`src/hw/rtl/fcm_pkg.sv`:
```
`timescale 1ns / 1ps
// ----------------------------------------------------------------------------
// fcm_pkg
// Shared types, constants and a helper function of the flow cutoff meter.
// ----------------------------------------------------------------------------
package fcm_pkg;

    // Field widths
    localparam int KEY_W     = 297;   // src_high, src_low, dst_high, dst_low, ports, family+proto
    localparam int PKT_W     = 32;
    localparam int BYTE_W    = 40;
    localparam int TIME_W    = 64;
    localparam int LEN_W     = 16;
    localparam int ENT_W     = TIME_W + PKT_W + BYTE_W;
    localparam int SET_W_MAX = 17;
    localparam int KEY_BYTES = 38;
    localparam int CFG_W     = 40;

    // Verdict codes
    localparam logic [1:0] VERDICT_PASS  = 2'd0;
    localparam logic [1:0] VERDICT_DROP  = 2'd1;
    localparam logic [1:0] VERDICT_ABORT = 2'd2;

    // Frame classes
    localparam logic [1:0] CLASS_IPV4 = 2'd1;
    localparam logic [1:0] CLASS_IPV6 = 2'd2;

    // Protocol numbers
    localparam logic [7:0] PROTO_TCP = 8'd6;
    localparam logic [7:0] PROTO_UDP = 8'd17;

    // Configuration register indexes
    localparam logic REG_CUTOFF_PACKETS = 1'b0;
    localparam logic REG_CUTOFF_BYTES   = 1'b1;

    // Reset values of the cutoffs
    localparam logic [PKT_W-1:0]  CUTOFF_PACKETS_RST = 32'd5024;
    localparam logic [BYTE_W-1:0] CUTOFF_BYTES_RST   = 40'd1048576;

    // CRC-32, reflected form
    localparam logic [31:0] CRC_POLY = 32'hEDB88320;
    localparam logic [31:0] CRC_INIT = 32'hFFFFFFFF;
    localparam logic [31:0] CRC_XOR  = 32'hFFFFFFFF;

    // One job handed from the front to the back
    typedef struct packed {
        logic                 lookup;
        logic [1:0]           verdict;
        logic [KEY_W-1:0]     key;
        logic [SET_W_MAX-1:0] set;
        logic [LEN_W-1:0]     len;
        logic [TIME_W-1:0]    now;
    } t_job;

    typedef enum logic [1:0] {
        F_IDLE,
        F_CRC,
        F_MOD,
        F_PUSH
    } t_front_state;

    typedef enum logic [2:0] {
        B_CLEAR,
        B_IDLE,
        B_READ,
        B_CMP,
        B_UPD
    } t_back_state;

    // Advance the CRC by one byte, one bit per step.
    function automatic logic [31:0] crc_byte(input logic [31:0] crc, input logic [7:0] data);
        logic [31:0] c;
        c = crc ^ {24'd0, data};
        for (int b = 0; b < 8; b++) begin
            c = c[0] ? ((c >> 1) ^ CRC_POLY) : (c >> 1);
        end
        return c;
    endfunction

endpackage

```
`src/hw/rtl/fcm_queue.sv`:
```
`timescale 1ns / 1ps
// ----------------------------------------------------------------------------
// fcm_queue
// Two-entry job queue that decouples the front from the back.
// ----------------------------------------------------------------------------
module fcm_queue import fcm_pkg::*; (
    input  logic i_clk,
    input  logic i_rst_n,
    input  logic i_push_valid,
    input  t_job i_push_job,
    output logic o_push_ready,
    output logic o_pop_valid,
    output t_job o_pop_job,
    input  logic i_pop_ready
);

    t_job       r_mem [2];
    logic       r_wp;
    logic       r_rp;
    logic [1:0] r_cnt;
    logic       push;
    logic       pop;

    assign o_push_ready = (r_cnt != 2'd2);
    assign o_pop_valid  = (r_cnt != 2'd0);
    assign o_pop_job    = r_mem[r_rp];
    assign push         = i_push_valid && o_push_ready;
    assign pop          = o_pop_valid && i_pop_ready;

    // Pointers and fill level
    always_ff @(posedge i_clk) begin
        if (!i_rst_n) begin
            r_wp  <= 1'b0;
            r_rp  <= 1'b0;
            r_cnt <= 2'd0;
        end else begin
            if (push) begin
                r_wp <= ~r_wp;
            end
            if (pop) begin
                r_rp <= ~r_rp;
            end
            r_cnt <= r_cnt + {1'b0, push} - {1'b0, pop};
        end
    end

    always_ff @(posedge i_clk) begin
        if (push) begin
            r_mem[r_wp] <= i_push_job;
        end
    end

endmodule

```
`config.mk`:
```
export PLATFORM = sky130hd
export DESIGN_NAME = fcm_queue
export DESIGN_NICKNAME = d
export VERILOG_FILES = /design/src/hw/rtl/fcm_pkg.sv /design/src/hw/rtl/fcm_queue.sv
export SDC_FILE = /design/constraint.sdc
export NUM_CORES = 1
export LEC_CHECK = 0
export BUFFER_PORTS_ARGS = -buffer_cell sky130_fd_sc_hd__buf_2
export CORE_AREA = 2 2 315 317
export CTS_CLUSTER_DIAMETER = 150
export DETAILED_ROUTE_END_ITERATION = 7
export DIE_AREA = 0 0 317 319
export PLACE_DENSITY_LB_ADDON = 0.2
export SLEW_MARGIN = 40
export SYNTH_ARGS = -nofsm -noshare
export SYNTH_HDL_FRONTEND = slang
export SYNTH_SLANG_ARGS = --single-unit
```
`constraint.sdc`:
```
create_clock -name i_clk -period 22.6 [get_ports i_clk]
set_input_delay 1.13 -clock i_clk [delete_from_list [all_inputs] [get_ports i_clk]]
set_output_delay 1.13 -clock i_clk [all_outputs]
set_load 0.05 [all_outputs]
```
==> summary.txt <==
Status
  • Status: finished clean

Power and ir drop
  • Clock power frac: between 20% and 30%
  • Psw: around 1.8 mW
  • Switching Share: 36.6%
  • P_leak: between 10 and 15 nW
  • Sequential share of power: 38.3%
  • Worst vdd ir: around 0.097 mV
  • Cell Pwr Density: about 130 mW/mm^2
  • Cell-internal power: 3.18 mW
  • Logic pwr share: a little over a third

Run
  • Max Cap Viol: 0

STA
  • Fmax: 186 MHz
  • Final setup viols: 0
  • Setup ws final: 17220 ps
  • Skew final: around 19 ps
  • Final Max Tran Viols: 0
  • RSZ-0062 raised after global routing: false
  • Worst slew pin tran: just over 800 ps
  • Total negative slack: 0 ps
  • Min cycle time layout: roughly 5400 ps
  • Worst slew margin: 46.0%
  • Fin crit share: 23.8%
  • Hold Vio Cnt, Final: 0
  • Fin Hold WS: ~530 ps

Global route
  • Grt ovf: 0
  • Total GRT Usage: approximately 14%
  • Antenna violations before repair: 27
  • Vias in the first global route: roughly 16000
  • Largest net degree at the start of global routing: 85
  • First-pass GRT wire length: ~100000 um

Worst setup path
  • CP peak stage delay: between 700 and 800 ps
  • Slowest cell on the critical path: buf_4
  • Worst Path Max Fanout: between 40 and 50
  • Nature of the critical path endpoint: output pin
  • Reg-to-Reg Start: r_cnt[0]$_SDFF_PN0_
  • Worst setup SP type: register
  • WP data arrival: ~4300 ps
  • R2R Path End: r_mem[0][293]$_DFFE_PP_
  • R2R cell count: 7
  • Crit Path Class: register to output pin
  • Worst endpoint required time: about 21000 ps
  • FF-to-FF setup slack: 18530 ps
  • Critical-path cell list: buf_12, buf_6, buf_4, buf_4, buf_12, mux2_4, buf_2
  • Crit path to: o_pop_job[271]

Clock tree
  • Setup bufs post-CTS: 0
  • # H-tree levels: 3
  • Clock Path Buffers: 3
  • CTS Buf Count: between 80 and 90
  • CTS tree: built
  • Clk pin slew, worst setup/hold paths: about 60 ps
  • Hold buffers post-CTS: 0
  • Clock Tree Root: clkbuf_16
  • Post-cts sizing count: 0
  • Clk sink count: ~800
  • Clock latency on the worst-skew pair: 640 ps

Cells and area
  • Fillers: between 8000 and 9000
  • Nets: between 2000 and 3000
  • Syn-to-layout area delta: 27.0%
  • Share of layout cells above drive strength 1: just over 60%

Die
  • Die height: ~320 um
  • Die X-Extent: between 300 and 400 um
  • Row cnt: about 120
  • Die ar.: roughly 0.1 sq mm
  • I/O Pins: 800
  • Core area: 0.0977 sq mm
  • Initial Util: 31.0%

Min path
  • HP Start: r_wp$_SDFFE_PN0N_
  • Hold Crit Class: register to register

Detailed routing
  • DR WL/cell: approximately 21 um
  • Wl on met1: about 26000 um
  • Post-route DRC: 0
  • Routed WL: about 74000 um
  • Initial DRC Count: 811
  • Metal3 WL: approximately 6400 um
  • Highest routed layer: met5
  • Vias: approximately 15000
  • Met2 wire len: 38200 um
  • Routed vias/inst: around 4.3
  • Post-route ant nets: 0
  • Drt first pass iters: 6

Place
  • Routability cong.: between 0.8 and 0.9
  • PortBufs: between 700 and 800
  • Pre-CTS WS: about 18000 ps
  • DP HPWL: between 50000 and 60000 um

Logic synthesis
  • Syn Nets: 1662
  • Ys Warns: 0
  • Count of different cell masters after synthesis: 19
  • #FFs+latches synth: between 700 and 800
  • Synth Cell Area: between 0.03 and 0.04 sq mm
  • Syn Inst Count: ~1300
  • Sequential area share after synthesis: between 70% and 80%
  • Syn_area_per_cell: about 24 sq um
==> cell families (layout without fill, tap and decap cells) <==
family,count (synthesis),count (layout),synth area share (%)
flops,799,799,79.0
xor+xnor,3,3,0.0868
other cells,0,16,0
mux,398,398,18.9
simple gates,11,11,0.202
buf+inv,45,981,1.67
fa+ha+maj,2,2,0.0826
compound gates,1,1,0.0248
==> how the worst min path moves through the flow <==
| stage | to | slack, ps | depth (start not counted) |
|---|---|---|---|
| after floorplan | r_wp$_SDFFE_PN0N_ | 450 | 2 |
| after global placement | r_wp$_SDFFE_PN0N_ | 510 | 2 |
| after detailed placement | r_wp$_SDFFE_PN0N_ | 520 | 2 |
| after CTS | r_wp$_SDFFE_PN0N_ | 530 | 2 |
| after global routing | r_wp$_SDFFE_PN0N_ | 570 | 2 |
| final | r_wp$_SDFFE_PN0N_ | 530 | 2 |
==> cells in the mapped netlist <==
cell,count,area share (%)
and3_1,1,0.021
dfxtp_1,5,0.33
o21a_1,1,0.025
mux2_4,330,16
nand2_1,2,0.025
nor2b_1,2,0.041
xnor2_1,3,0.087
inv_1,1,0.012
edfxtp_1,794,79
nor2_1,1,0.012
and2_1,2,0.041
buf_6,26,0.97
nand2b_1,2,0.041
ha_1,2,0.083
mux2i_1,1,0.033
buf_8,12,0.59
buf_2,6,0.099
or2_2,1,0.021
mux2_2,67,2.5
==> worst max-delay path: cells and delay by family, from the launching register on <==
kind / cells / cell delay [ps]
buffers and inverters: 6 / 2540
DFF: 1 / 600
muxes: 1 / 330
==> sequential cells by signal, indices dropped and copies added (netlist names), named ones only <==
name and count:
r_cnt 2, r_mem 794, r_rp 1, r_wp 1
==> stage by stage <==
step	utilization, %	total power, mW	instances	area [sq um]
4_1_cts	39.3	5.09	3482	38400
5_1_grt	39.4	5.20	3495	38500
3_3_place_gp	36.4	3.69	3318	35600
3_5_place_dp	36.5	3.71	3322	35700
2_1_floorplan	-	3.47	1259	30300
6_report	39.4	5.01	3498	38500
==> layout by cell type (no fill, tap or decap), drive strengths merged <==
cell | Yosys | layout
and2 | 2 | 2
and3 | 1 | 1
buf | 44 | 820
bufinv | 0 | 5
clkbuf | 0 | 108
clkinv | 0 | 37
clkinvlp | 0 | 4
dfxtp | 5 | 5
diode | 0 | 16
edfxtp | 794 | 794
ha | 2 | 2
inv | 1 | 7
mux2 | 397 | 397
mux2i | 1 | 1
nand2 | 2 | 2
nand2b | 2 | 2
nor2 | 1 | 1
nor2b | 2 | 2
o21a | 1 | 1
or2 | 1 | 1
xnor2 | 3 | 3
==> power groups by stage <==
| stage | registers [mW] | clock network, mW | logic (mW) |
|---|---|---|---|
| finish | 1.92 | 1.36 | 1.74 |
| global route | 1.94 | 1.46 | 1.81 |
| CTS | 1.92 | 1.41 | 1.76 |
| detailed placement | 1.95 | 0 | 1.76 |
| global placement | 1.96 | 0 | 1.73 |
| floorplan | 2.05 | 0 | 1.41 |
==> cell type report <==
| class | count | area, sq um | share of cell area, % |
|---|---|---|---|
| Antenna cell | 16 | 40.0 | 0.104 |
| Clock buffer | 108 | 2350 | 6.11 |
| Clock inverter | 52 | 403 | 1.05 |
| Inverter | 1 | 3.75 | 0.00976 |
| Multi-Input combinational cell | 415 | 5850 | 15.2 |
| Sequential cell | 799 | 23900 | 62.2 |
| Tap cell | 1287 | 1610 | 4.19 |
| Timing Repair Buffer | 820 | 4270 | 11.1 |
==> metal layers <==
| metal | track usage, % | vias to the layer above |
|---|---|---|
| li1 | - | 6808 |
| met1 | 14.3 | 7394 |
| met2 | 24.7 | 602 |
| met3 | 5.22 | 160 |
| met4 | 7.42 | 22 |
| met5 | 0 | - |
No activity file was read; power rests on OpenSTA's default activity.
