## config.mk

```make
export PLATFORM = sky130hd
export DESIGN_NAME = fcm_front_flat
export DESIGN_NICKNAME = d
export VERILOG_FILES = /design/src/hw/rtl/fcm_pkg.sv /design/src/hw/rtl/fcm_in_if.sv /design/src/hw/rtl/fcm_front.sv /design/src/flat_wrapper.sv
export SDC_FILE = /design/constraint.sdc
export NUM_CORES = 1
export LEC_CHECK = 0
export ABC_AREA = 1
export BUFFER_PORTS_ARGS = -buffer_cell sky130_fd_sc_hd__buf_2
export CAP_MARGIN = 30
export CORE_AREA = 2 2 303 305
export DETAILED_ROUTE_END_ITERATION = 8
export DIE_AREA = 0 0 305 307
export PLACE_DENSITY = 0.51
export SYNTH_ARGS = -nofsm -noshare
export SYNTH_HDL_FRONTEND = slang
export SYNTH_SLANG_ARGS = --single-unit
```

## constraint.sdc

```tcl
create_clock -name i_clk -period 19.5 [get_ports i_clk]
set_clock_uncertainty 0.2 [all_clocks]
set_input_delay 3.9 -clock i_clk [delete_from_list [all_inputs] [get_ports i_clk]]
set_output_delay 3.9 -clock i_clk [all_outputs]
set_load 0.01 [all_outputs]
```

## src/hw/rtl/fcm_pkg.sv

```systemverilog
`timescale 1ns / 1ps
// ----------------------------------------------------------------------------
// fcm_pkg
// Shared types, constants and a helper function of the flow cutoff meter.
// ----------------------------------------------------------------------------
package fcm_pkg;

    // Field widths
    localparam int KEY_W     = 297;   // src_high, src_low, dst_high, dst_low, ports, family+proto
    localparam int PKT_W     = 32;
    localparam int BYTE_W    = 40;
    localparam int TIME_W    = 64;
    localparam int LEN_W     = 16;
    localparam int ENT_W     = TIME_W + PKT_W + BYTE_W;
    localparam int SET_W_MAX = 17;
    localparam int KEY_BYTES = 38;
    localparam int CFG_W     = 40;

    // Verdict codes
    localparam logic [1:0] VERDICT_PASS  = 2'd0;
    localparam logic [1:0] VERDICT_DROP  = 2'd1;
    localparam logic [1:0] VERDICT_ABORT = 2'd2;

    // Frame classes
    localparam logic [1:0] CLASS_IPV4 = 2'd1;
    localparam logic [1:0] CLASS_IPV6 = 2'd2;

    // Protocol numbers
    localparam logic [7:0] PROTO_TCP = 8'd6;
    localparam logic [7:0] PROTO_UDP = 8'd17;

    // Configuration register indexes
    localparam logic REG_CUTOFF_PACKETS = 1'b0;
    localparam logic REG_CUTOFF_BYTES   = 1'b1;

    // Reset values of the cutoffs
    localparam logic [PKT_W-1:0]  CUTOFF_PACKETS_RST = 32'd5024;
    localparam logic [BYTE_W-1:0] CUTOFF_BYTES_RST   = 40'd1048576;

    // CRC-32, reflected form
    localparam logic [31:0] CRC_POLY = 32'hEDB88320;
    localparam logic [31:0] CRC_INIT = 32'hFFFFFFFF;
    localparam logic [31:0] CRC_XOR  = 32'hFFFFFFFF;

    // One job handed from the front to the back
    typedef struct packed {
        logic                 lookup;
        logic [1:0]           verdict;
        logic [KEY_W-1:0]     key;
        logic [SET_W_MAX-1:0] set;
        logic [LEN_W-1:0]     len;
        logic [TIME_W-1:0]    now;
    } t_job;

    typedef enum logic [1:0] {
        F_IDLE,
        F_CRC,
        F_MOD,
        F_PUSH
    } t_front_state;

    typedef enum logic [2:0] {
        B_CLEAR,
        B_IDLE,
        B_READ,
        B_CMP,
        B_UPD
    } t_back_state;

    // Advance the CRC by one byte, one bit per step.
    function automatic logic [31:0] crc_byte(input logic [31:0] crc, input logic [7:0] data);
        logic [31:0] c;
        c = crc ^ {24'd0, data};
        for (int b = 0; b < 8; b++) begin
            c = c[0] ? ((c >> 1) ^ CRC_POLY) : (c >> 1);
        end
        return c;
    endfunction

endpackage

```

## src/hw/rtl/fcm_in_if.sv

```systemverilog
`timescale 1ns / 1ps
// ----------------------------------------------------------------------------
// fcm_in_if
// Packet summary channel: valid, ready and the parsed packet fields.
// ----------------------------------------------------------------------------
interface fcm_in_if;
    logic        valid;
    logic        ready;
    logic [1:0]  frame_class;
    logic        l3_complete;
    logic        l4_complete;
    logic [7:0]  protocol;
    logic [63:0] src_addr_high;
    logic [63:0] src_addr_low;
    logic [63:0] dst_addr_high;
    logic [63:0] dst_addr_low;
    logic [15:0] src_port;
    logic [15:0] dst_port;
    logic [15:0] frame_length;
    logic [63:0] now_ns;

    modport source (
        output valid, frame_class, l3_complete, l4_complete, protocol,
               src_addr_high, src_addr_low, dst_addr_high, dst_addr_low,
               src_port, dst_port, frame_length, now_ns,
        input  ready
    );
    modport sink (
        input  valid, frame_class, l3_complete, l4_complete, protocol,
               src_addr_high, src_addr_low, dst_addr_high, dst_addr_low,
               src_port, dst_port, frame_length, now_ns,
        output ready
    );
endinterface

```

## src/hw/rtl/fcm_front.sv

```systemverilog
`timescale 1ns / 1ps
// ----------------------------------------------------------------------------
// fcm_front
// Accepts packet summaries, classifies them, builds the flow key and works
// out the set index (CRC-32 a byte per cycle, then a remainder by reciprocal
// multiplication: quotient estimate, its multiple, then one correction).
// ----------------------------------------------------------------------------
module fcm_front import fcm_pkg::*; #(
    parameter int TABLE_SETS = 1024
) (
    input  logic   i_clk,
    input  logic   i_rst_n,
    input  logic   i_enable,
    fcm_in_if.sink i_in,
    output logic   o_push_valid,
    output t_job   o_job,
    input  logic   i_push_ready
);

    localparam int SW = (TABLE_SETS > 1) ? $clog2(TABLE_SETS) : 1;
    localparam logic [5:0] LAST_BYTE = 6'(KEY_BYTES - 1);
    // Reciprocal of the set count: the quotient estimate is at most one low.
    localparam logic [32:0] RECIP = 33'((64'd1 << 32) / TABLE_SETS);

    t_front_state r_state, n_state;
    logic [KEY_W-1:0]  r_key;
    logic              r_lookup;
    logic [1:0]        r_verdict;
    logic [LEN_W-1:0]  r_len;
    logic [TIME_W-1:0] r_now;
    logic [5:0]        r_cnt;
    logic [31:0]       r_crc;
    logic [SW-1:0]     r_rem;
    logic [4:0]        r_bit;
    logic [64:0]       r_prod;
    logic [33:0]       r_qn;

    logic              take;
    logic              l4p;
    logic              cls_lookup;
    logic [1:0]        cls_verdict;
    logic [KEY_W-1:0]  in_key;
    logic [31:0]       in_ports;
    logic [KEY_W+6:0]  stream;
    logic [7:0]        crc_in;
    logic [31:0]       crc_next;
    logic [64:0]       mod_prod;
    logic [50:0]       mod_qn;
    logic [33:0]       mod_diff;

    assign take = i_in.valid && i_in.ready;
    assign l4p  = (i_in.protocol == PROTO_TCP) || (i_in.protocol == PROTO_UDP);

    // Classification of the incoming beat
    always_comb begin
        cls_lookup  = 1'b0;
        cls_verdict = VERDICT_PASS;
        if (i_in.frame_class != CLASS_IPV4 && i_in.frame_class != CLASS_IPV6) begin
            cls_lookup = 1'b0;
        end else if (!i_in.l3_complete) begin
            cls_verdict = VERDICT_ABORT;
        end else if (i_in.frame_class == CLASS_IPV6 && !l4p) begin
            cls_lookup = 1'b0;
        end else if (l4p && !i_in.l4_complete) begin
            cls_lookup = 1'b0;
        end else begin
            cls_lookup = 1'b1;
        end
    end

    // Key in hashing order: the lowest byte is hashed first.
    always_comb begin
        in_ports = l4p ? {i_in.src_port, i_in.dst_port} : 32'd0;
        if (i_in.frame_class == CLASS_IPV4) begin
            in_key = {1'b0, i_in.protocol, in_ports,
                      32'd0, i_in.dst_addr_low[31:0], 64'd0,
                      32'd0, i_in.src_addr_low[31:0], 64'd0};
        end else begin
            in_key = {1'b1, i_in.protocol, in_ports,
                      i_in.dst_addr_low, i_in.dst_addr_high,
                      i_in.src_addr_low, i_in.src_addr_high};
        end
    end

    assign stream    = {7'd0, r_key};
    assign crc_in    = stream[{r_cnt, 3'b000} +: 8];
    assign crc_next  = crc_byte(r_crc, crc_in);

    // Remainder steps: quotient estimate, its multiple, then one correction.
    assign mod_prod = 65'(r_crc) * 65'(RECIP);
    assign mod_qn   = 51'(r_prod[64:32]) * 51'(TABLE_SETS);
    assign mod_diff = {2'b00, r_crc} - r_qn;

    // Next state
    always_comb begin
        n_state = r_state;
        unique case (r_state)
            F_IDLE: begin
                if (take) begin
                    n_state = cls_lookup ? F_CRC : F_PUSH;
                end
            end
            F_CRC: begin
                if (r_cnt == LAST_BYTE) begin
                    n_state = F_MOD;
                end
            end
            F_MOD: begin
                if (r_bit == 5'd0) begin
                    n_state = F_PUSH;
                end
            end
            F_PUSH: begin
                if (i_push_ready) begin
                    n_state = F_IDLE;
                end
            end
            default: n_state = F_IDLE;
        endcase
    end

    // Handshake outputs
    always_comb begin
        i_in.ready   = (r_state == F_IDLE) && i_enable;
        o_push_valid = (r_state == F_PUSH);
    end

    always_ff @(posedge i_clk) begin
        if (!i_rst_n) begin
            r_state <= F_IDLE;
        end else begin
            r_state <= n_state;
        end
    end

    // Working registers of the hash and remainder
    always_ff @(posedge i_clk) begin
        unique case (r_state)
            F_IDLE: begin
                if (take) begin
                    r_key     <= in_key;
                    r_lookup  <= cls_lookup;
                    r_verdict <= cls_verdict;
                    r_len     <= i_in.frame_length;
                    r_now     <= i_in.now_ns;
                    r_cnt     <= 6'd0;
                    r_crc     <= CRC_INIT;
                    r_rem     <= '0;
                end
            end
            F_CRC: begin
                r_cnt <= r_cnt + 6'd1;
                r_bit <= 5'd2;
                if (r_cnt == LAST_BYTE) begin
                    r_crc <= crc_next ^ CRC_XOR;
                end else begin
                    r_crc <= crc_next;
                end
            end
            F_MOD: begin
                r_bit <= r_bit - 5'd1;
                if (r_bit == 5'd2) begin
                    r_prod <= mod_prod;
                end else if (r_bit == 5'd1) begin
                    r_qn <= mod_qn[33:0];
                end else if (mod_diff >= 34'(TABLE_SETS)) begin
                    r_rem <= SW'(mod_diff - 34'(TABLE_SETS));
                end else begin
                    r_rem <= mod_diff[SW-1:0];
                end
            end
            F_PUSH: begin
                r_cnt <= r_cnt;
            end
            default: r_cnt <= r_cnt;
        endcase
    end

    assign o_job.lookup  = r_lookup;
    assign o_job.verdict = r_verdict;
    assign o_job.key     = r_key;
    assign o_job.set     = SET_W_MAX'(r_rem);
    assign o_job.len     = r_len;
    assign o_job.now     = r_now;

endmodule

```

## src/flat_wrapper.sv

```systemverilog
// flat-port wrapper written by rule: the top's interface ports become plain ports
module fcm_front_flat import fcm_pkg::*;
#(
    parameter int TABLE_SETS = 1024
)
  (i_clk, i_rst_n, i_enable, o_push_valid, o_job, i_push_ready, i_in_valid, i_in_frame_class, i_in_l3_complete, i_in_l4_complete, i_in_protocol, i_in_src_addr_high, i_in_src_addr_low, i_in_dst_addr_high, i_in_dst_addr_low, i_in_src_port, i_in_dst_port, i_in_frame_length, i_in_now_ns, i_in_ready);
  fcm_in_if i_in_i ();
  input  logic i_clk;
  input  logic i_rst_n;
  input  logic i_enable;
  output logic o_push_valid;
  output t_job o_job;
  input  logic i_push_ready;
  input wire logic [$bits(i_in_i.valid)-1:0] i_in_valid;
  input wire logic [$bits(i_in_i.frame_class)-1:0] i_in_frame_class;
  input wire logic [$bits(i_in_i.l3_complete)-1:0] i_in_l3_complete;
  input wire logic [$bits(i_in_i.l4_complete)-1:0] i_in_l4_complete;
  input wire logic [$bits(i_in_i.protocol)-1:0] i_in_protocol;
  input wire logic [$bits(i_in_i.src_addr_high)-1:0] i_in_src_addr_high;
  input wire logic [$bits(i_in_i.src_addr_low)-1:0] i_in_src_addr_low;
  input wire logic [$bits(i_in_i.dst_addr_high)-1:0] i_in_dst_addr_high;
  input wire logic [$bits(i_in_i.dst_addr_low)-1:0] i_in_dst_addr_low;
  input wire logic [$bits(i_in_i.src_port)-1:0] i_in_src_port;
  input wire logic [$bits(i_in_i.dst_port)-1:0] i_in_dst_port;
  input wire logic [$bits(i_in_i.frame_length)-1:0] i_in_frame_length;
  input wire logic [$bits(i_in_i.now_ns)-1:0] i_in_now_ns;
  output wire logic [$bits(i_in_i.ready)-1:0] i_in_ready;
  assign i_in_i.valid = i_in_valid;
  assign i_in_i.frame_class = i_in_frame_class;
  assign i_in_i.l3_complete = i_in_l3_complete;
  assign i_in_i.l4_complete = i_in_l4_complete;
  assign i_in_i.protocol = i_in_protocol;
  assign i_in_i.src_addr_high = i_in_src_addr_high;
  assign i_in_i.src_addr_low = i_in_src_addr_low;
  assign i_in_i.dst_addr_high = i_in_dst_addr_high;
  assign i_in_i.dst_addr_low = i_in_dst_addr_low;
  assign i_in_i.src_port = i_in_src_port;
  assign i_in_i.dst_port = i_in_dst_port;
  assign i_in_i.frame_length = i_in_frame_length;
  assign i_in_i.now_ns = i_in_now_ns;
  assign i_in_ready = i_in_i.ready;
  fcm_front #(.TABLE_SETS(TABLE_SETS)) u_core (.i_clk(i_clk), .i_rst_n(i_rst_n), .i_enable(i_enable), .i_in(i_in_i), .o_push_valid(o_push_valid), .o_job(o_job), .i_push_ready(i_push_ready));
endmodule
```

==> qor.csv <==
stage,metric,value,unit
status,status,"complete, no violations",
layout,area delta synth->final,34.58,%
place,dpl hpwl,58520,microns
critical_path,crit path max fanout,2,
flow_run,max-cap violations,0,
power_and_ir_drop,Sw Share,38.52,%
floorplan,Ports,784,
cts,Root Buffer,clkbuf_16,
synthesis,Cell variety after synth,37,
global_route,first-pass GRT wire length,112200,microns
power_and_ir_drop,VDD IR max,77.05,uV
floorplan,core footprint,0.09069,sq mm
critical_path,arrival time worst endpoint,4230,ps
worst_hold_path,Hold/Removal Path Class,register to register,
synthesis,Post-synth top flop,edfxtp_1,
critical_path,FF-to-FF setup slack,14690,ps
sta,RSZ-0062 raised after global routing,false,
power_and_ir_drop,Gate power share,35.0,%
cts,TritonCTS Buffers,52,
layout,design area,0.02690,sq mm
cts,htree depth,2,
routing,total wire length,80430,microns
power_and_ir_drop,total power,3.536,mW
global_route,vias in the first global route,16403,
place,placed inst area,0.02509,sq mm
sta,Pins Over Slew Limit,0,
routing,ANT nets after route,0,
sta,Final setup viols,0,
global_route,total grt overflow,0,
routing,Avg Vias per Cell,4.157,
routing,First DRT Iteration DRCs,1234,
power_and_ir_drop,sequential share of power,36.6,%
synthesis,synthesized instance count,2035,
global_route,gr usage total,16.43,%
sta,Rel. slew slack,36.15,%
routing,Routed WL per cell,19.91,microns
synthesis,Synth area leader,edfxtp_1,
global_route,largest net degree at the start of global routing,130,
synthesis,"top cells by count, synth","564 x nand2_1, 432 x edfxtp_1, 278 x inv_1",
synthesis,sequential element share of the synthesized area,65.11,%
routing,vias,16792,
critical_path,CP required,15400,ps
synthesis,post-synthesis average cell area,9.821,sq um
sta,fin crit period,8326,ps
place,Final GP Congestion,0.8184,
floorplan,Die Span Y,307,microns
synthesis,post-synthesis instance area,0.01999,sq mm
synthesis,Area contributors post-synth,"edfxtp_1 65%, nand2_1 11%, nand3_1 5.6%",
cts,# Post-CTS Setup Buffers,0,
critical_path,Crit. End Element,primary output,
synthesis,Synth top area share,64.91,%
floorplan,die area,0.09364,sq mm
floorplan,row count,111,
synthesis,most common cell in the netlist,nand2_1,
global_route,antenna violations before repair,19,
synthesis,synthesized flop and latch total,434,
critical_path,Worst setup SP type,primary input,
power_and_ir_drop,clock power share,28.5,%
power_and_ir_drop,Switch Pwr,1.362,mW
place,Port Buffer Count,775,
sta,final hold violation count,0,
layout,layout cell share with drive strength beyond 1,32.03,%
critical_path,CP Class,primary input to primary output,
cts,clk sink count,434,
cts,Post-CTS Hold Buffers,0,
power_and_ir_drop,leakage power total,12.51,nW
sta,actual slew at the worst max-slew pin,957.8,ps
power_and_ir_drop,Pwr Density,131.5,mW/mm^2
sta,fmax,120.1,MHz
synthesis,asr flop ratio synth,0,%
cts,CTS tree,yes,
routing,DR DRC count,0,
cts,CTS-repair resized insts,0,
sta,period utilisation layout,42.70,%
cts,Clock Path Buffers,3,
routing,DRT Pass-1 Iters,5,
synthesis,Post-synth EDFFs,432,
power_and_ir_drop,P_int,2.174,mW
floorplan,Starting Density,22.04,%
synthesis,Syn. warnings,0,
floorplan,DIE WIDTH,305,microns
cts,clock slew at reported path FFs,60,ps
cts,worst skew pair latency,630,ps
layout,Final nets,3199,
sta,setup TNS,0,ps
-- through the flow --
| stage | cells | utilization, % | hold slack (ps) | setup WS, ps |
|---|---|---|---|---|
| after floorplan | 2042 | - | 327.9 | 7044 |
| after global placement | 3930 | 27.65 | 365.8 | 11130 |
| after detailed placement | 3931 | 27.67 | 356.4 | 11170 |
| after CTS | 4025 | 29.57 | 372.1 | 11170 |
| after global routing | 4039 | 29.66 | 397.0 | 11150 |
| final | 4039 | 29.66 | 376.1 | 11170 |
-- sequential cells by signal, summed over array words and instances, names as in the netlist --
signal	cells
u_core.r_bit	5
u_core.r_cnt	6
u_core.r_crc	32
u_core.r_key	297
u_core.r_len	16
u_core.r_lookup	1
u_core.r_now	64
u_core.r_rem	10
u_core.r_state	2
u_core.r_verdict	1
-- logic make-up after synthesis --
group,share of synthesized area [%]
AND/OR/NAND/NOR,22.22
flip-flops,65.11
buffers and inverters,8.000
AO/OA/AOI/OAI,2.266
XOR/XNOR,1.571
adder cells (fa/ha/maj),0.8138
other,0.01876
-- final timing paths --
kind / from / endpoint / cells after the start
max: i_enable / i_in_ready / 4
min: u_core.r_crc[8] / u_core.r_rem[8] / 2
max reg2reg: u_core.r_cnt[0] / u_core.r_crc[18] / 18
min reg2reg: u_core.r_crc[8] / u_core.r_rem[8] / 2
-- critical path, cell delays in order --
cell and delay, ps:
buf_2 90, nand2_1 50, inv_1 50, buf_2 130
-- routing by layer --
layer / track usage (%) / routed length (microns)
met5: 0 / 38
met4: 6.816 / 2650
met3: 3.915 / 5587
met2: 27.92 / 39540
met1: 19.93 / 32610
-- power groups by stage --
stage	Sequential, mW	Combinational, mW	Clock [mW]
global placement	1.31	1.24	0
global route	1.31	1.38	1.06
CTS	1.30	1.25	1.03
floorplan	1.38	0.712	0
finish	1.29	1.24	1.01
detailed placement	1.31	1.25	0
-- cells in the final DEF, fill, tap and decap left out, drive strengths merged, types with 12 or more instances in the layout --
cell type and n:
a21oi 41, buf 802, ha 13, nand3 224
o21ai 32, clkinv 26, edfxtp 432, nor2 261
clkbuf 55, inv 288, diode 12, nand2 579
xor2 27
-- area by class of cell --
| class | instances | area (sq um) |
|---|---|---|
| diodes | 12 | 30.03 |
| clock buffers | 55 | 1313 |
| clock inverters | 39 | 406.6 |
| fillers | 9657 | 63790 |
| inverters | 288 | 1094 |
| multi-input cells | 1223 | 5425 |
| flip-flops and latches | 434 | 13010 |
| well taps | 1186 | 1484 |
| repair buffers | 802 | 4134 |
Power figures use the tool's default switching activity.
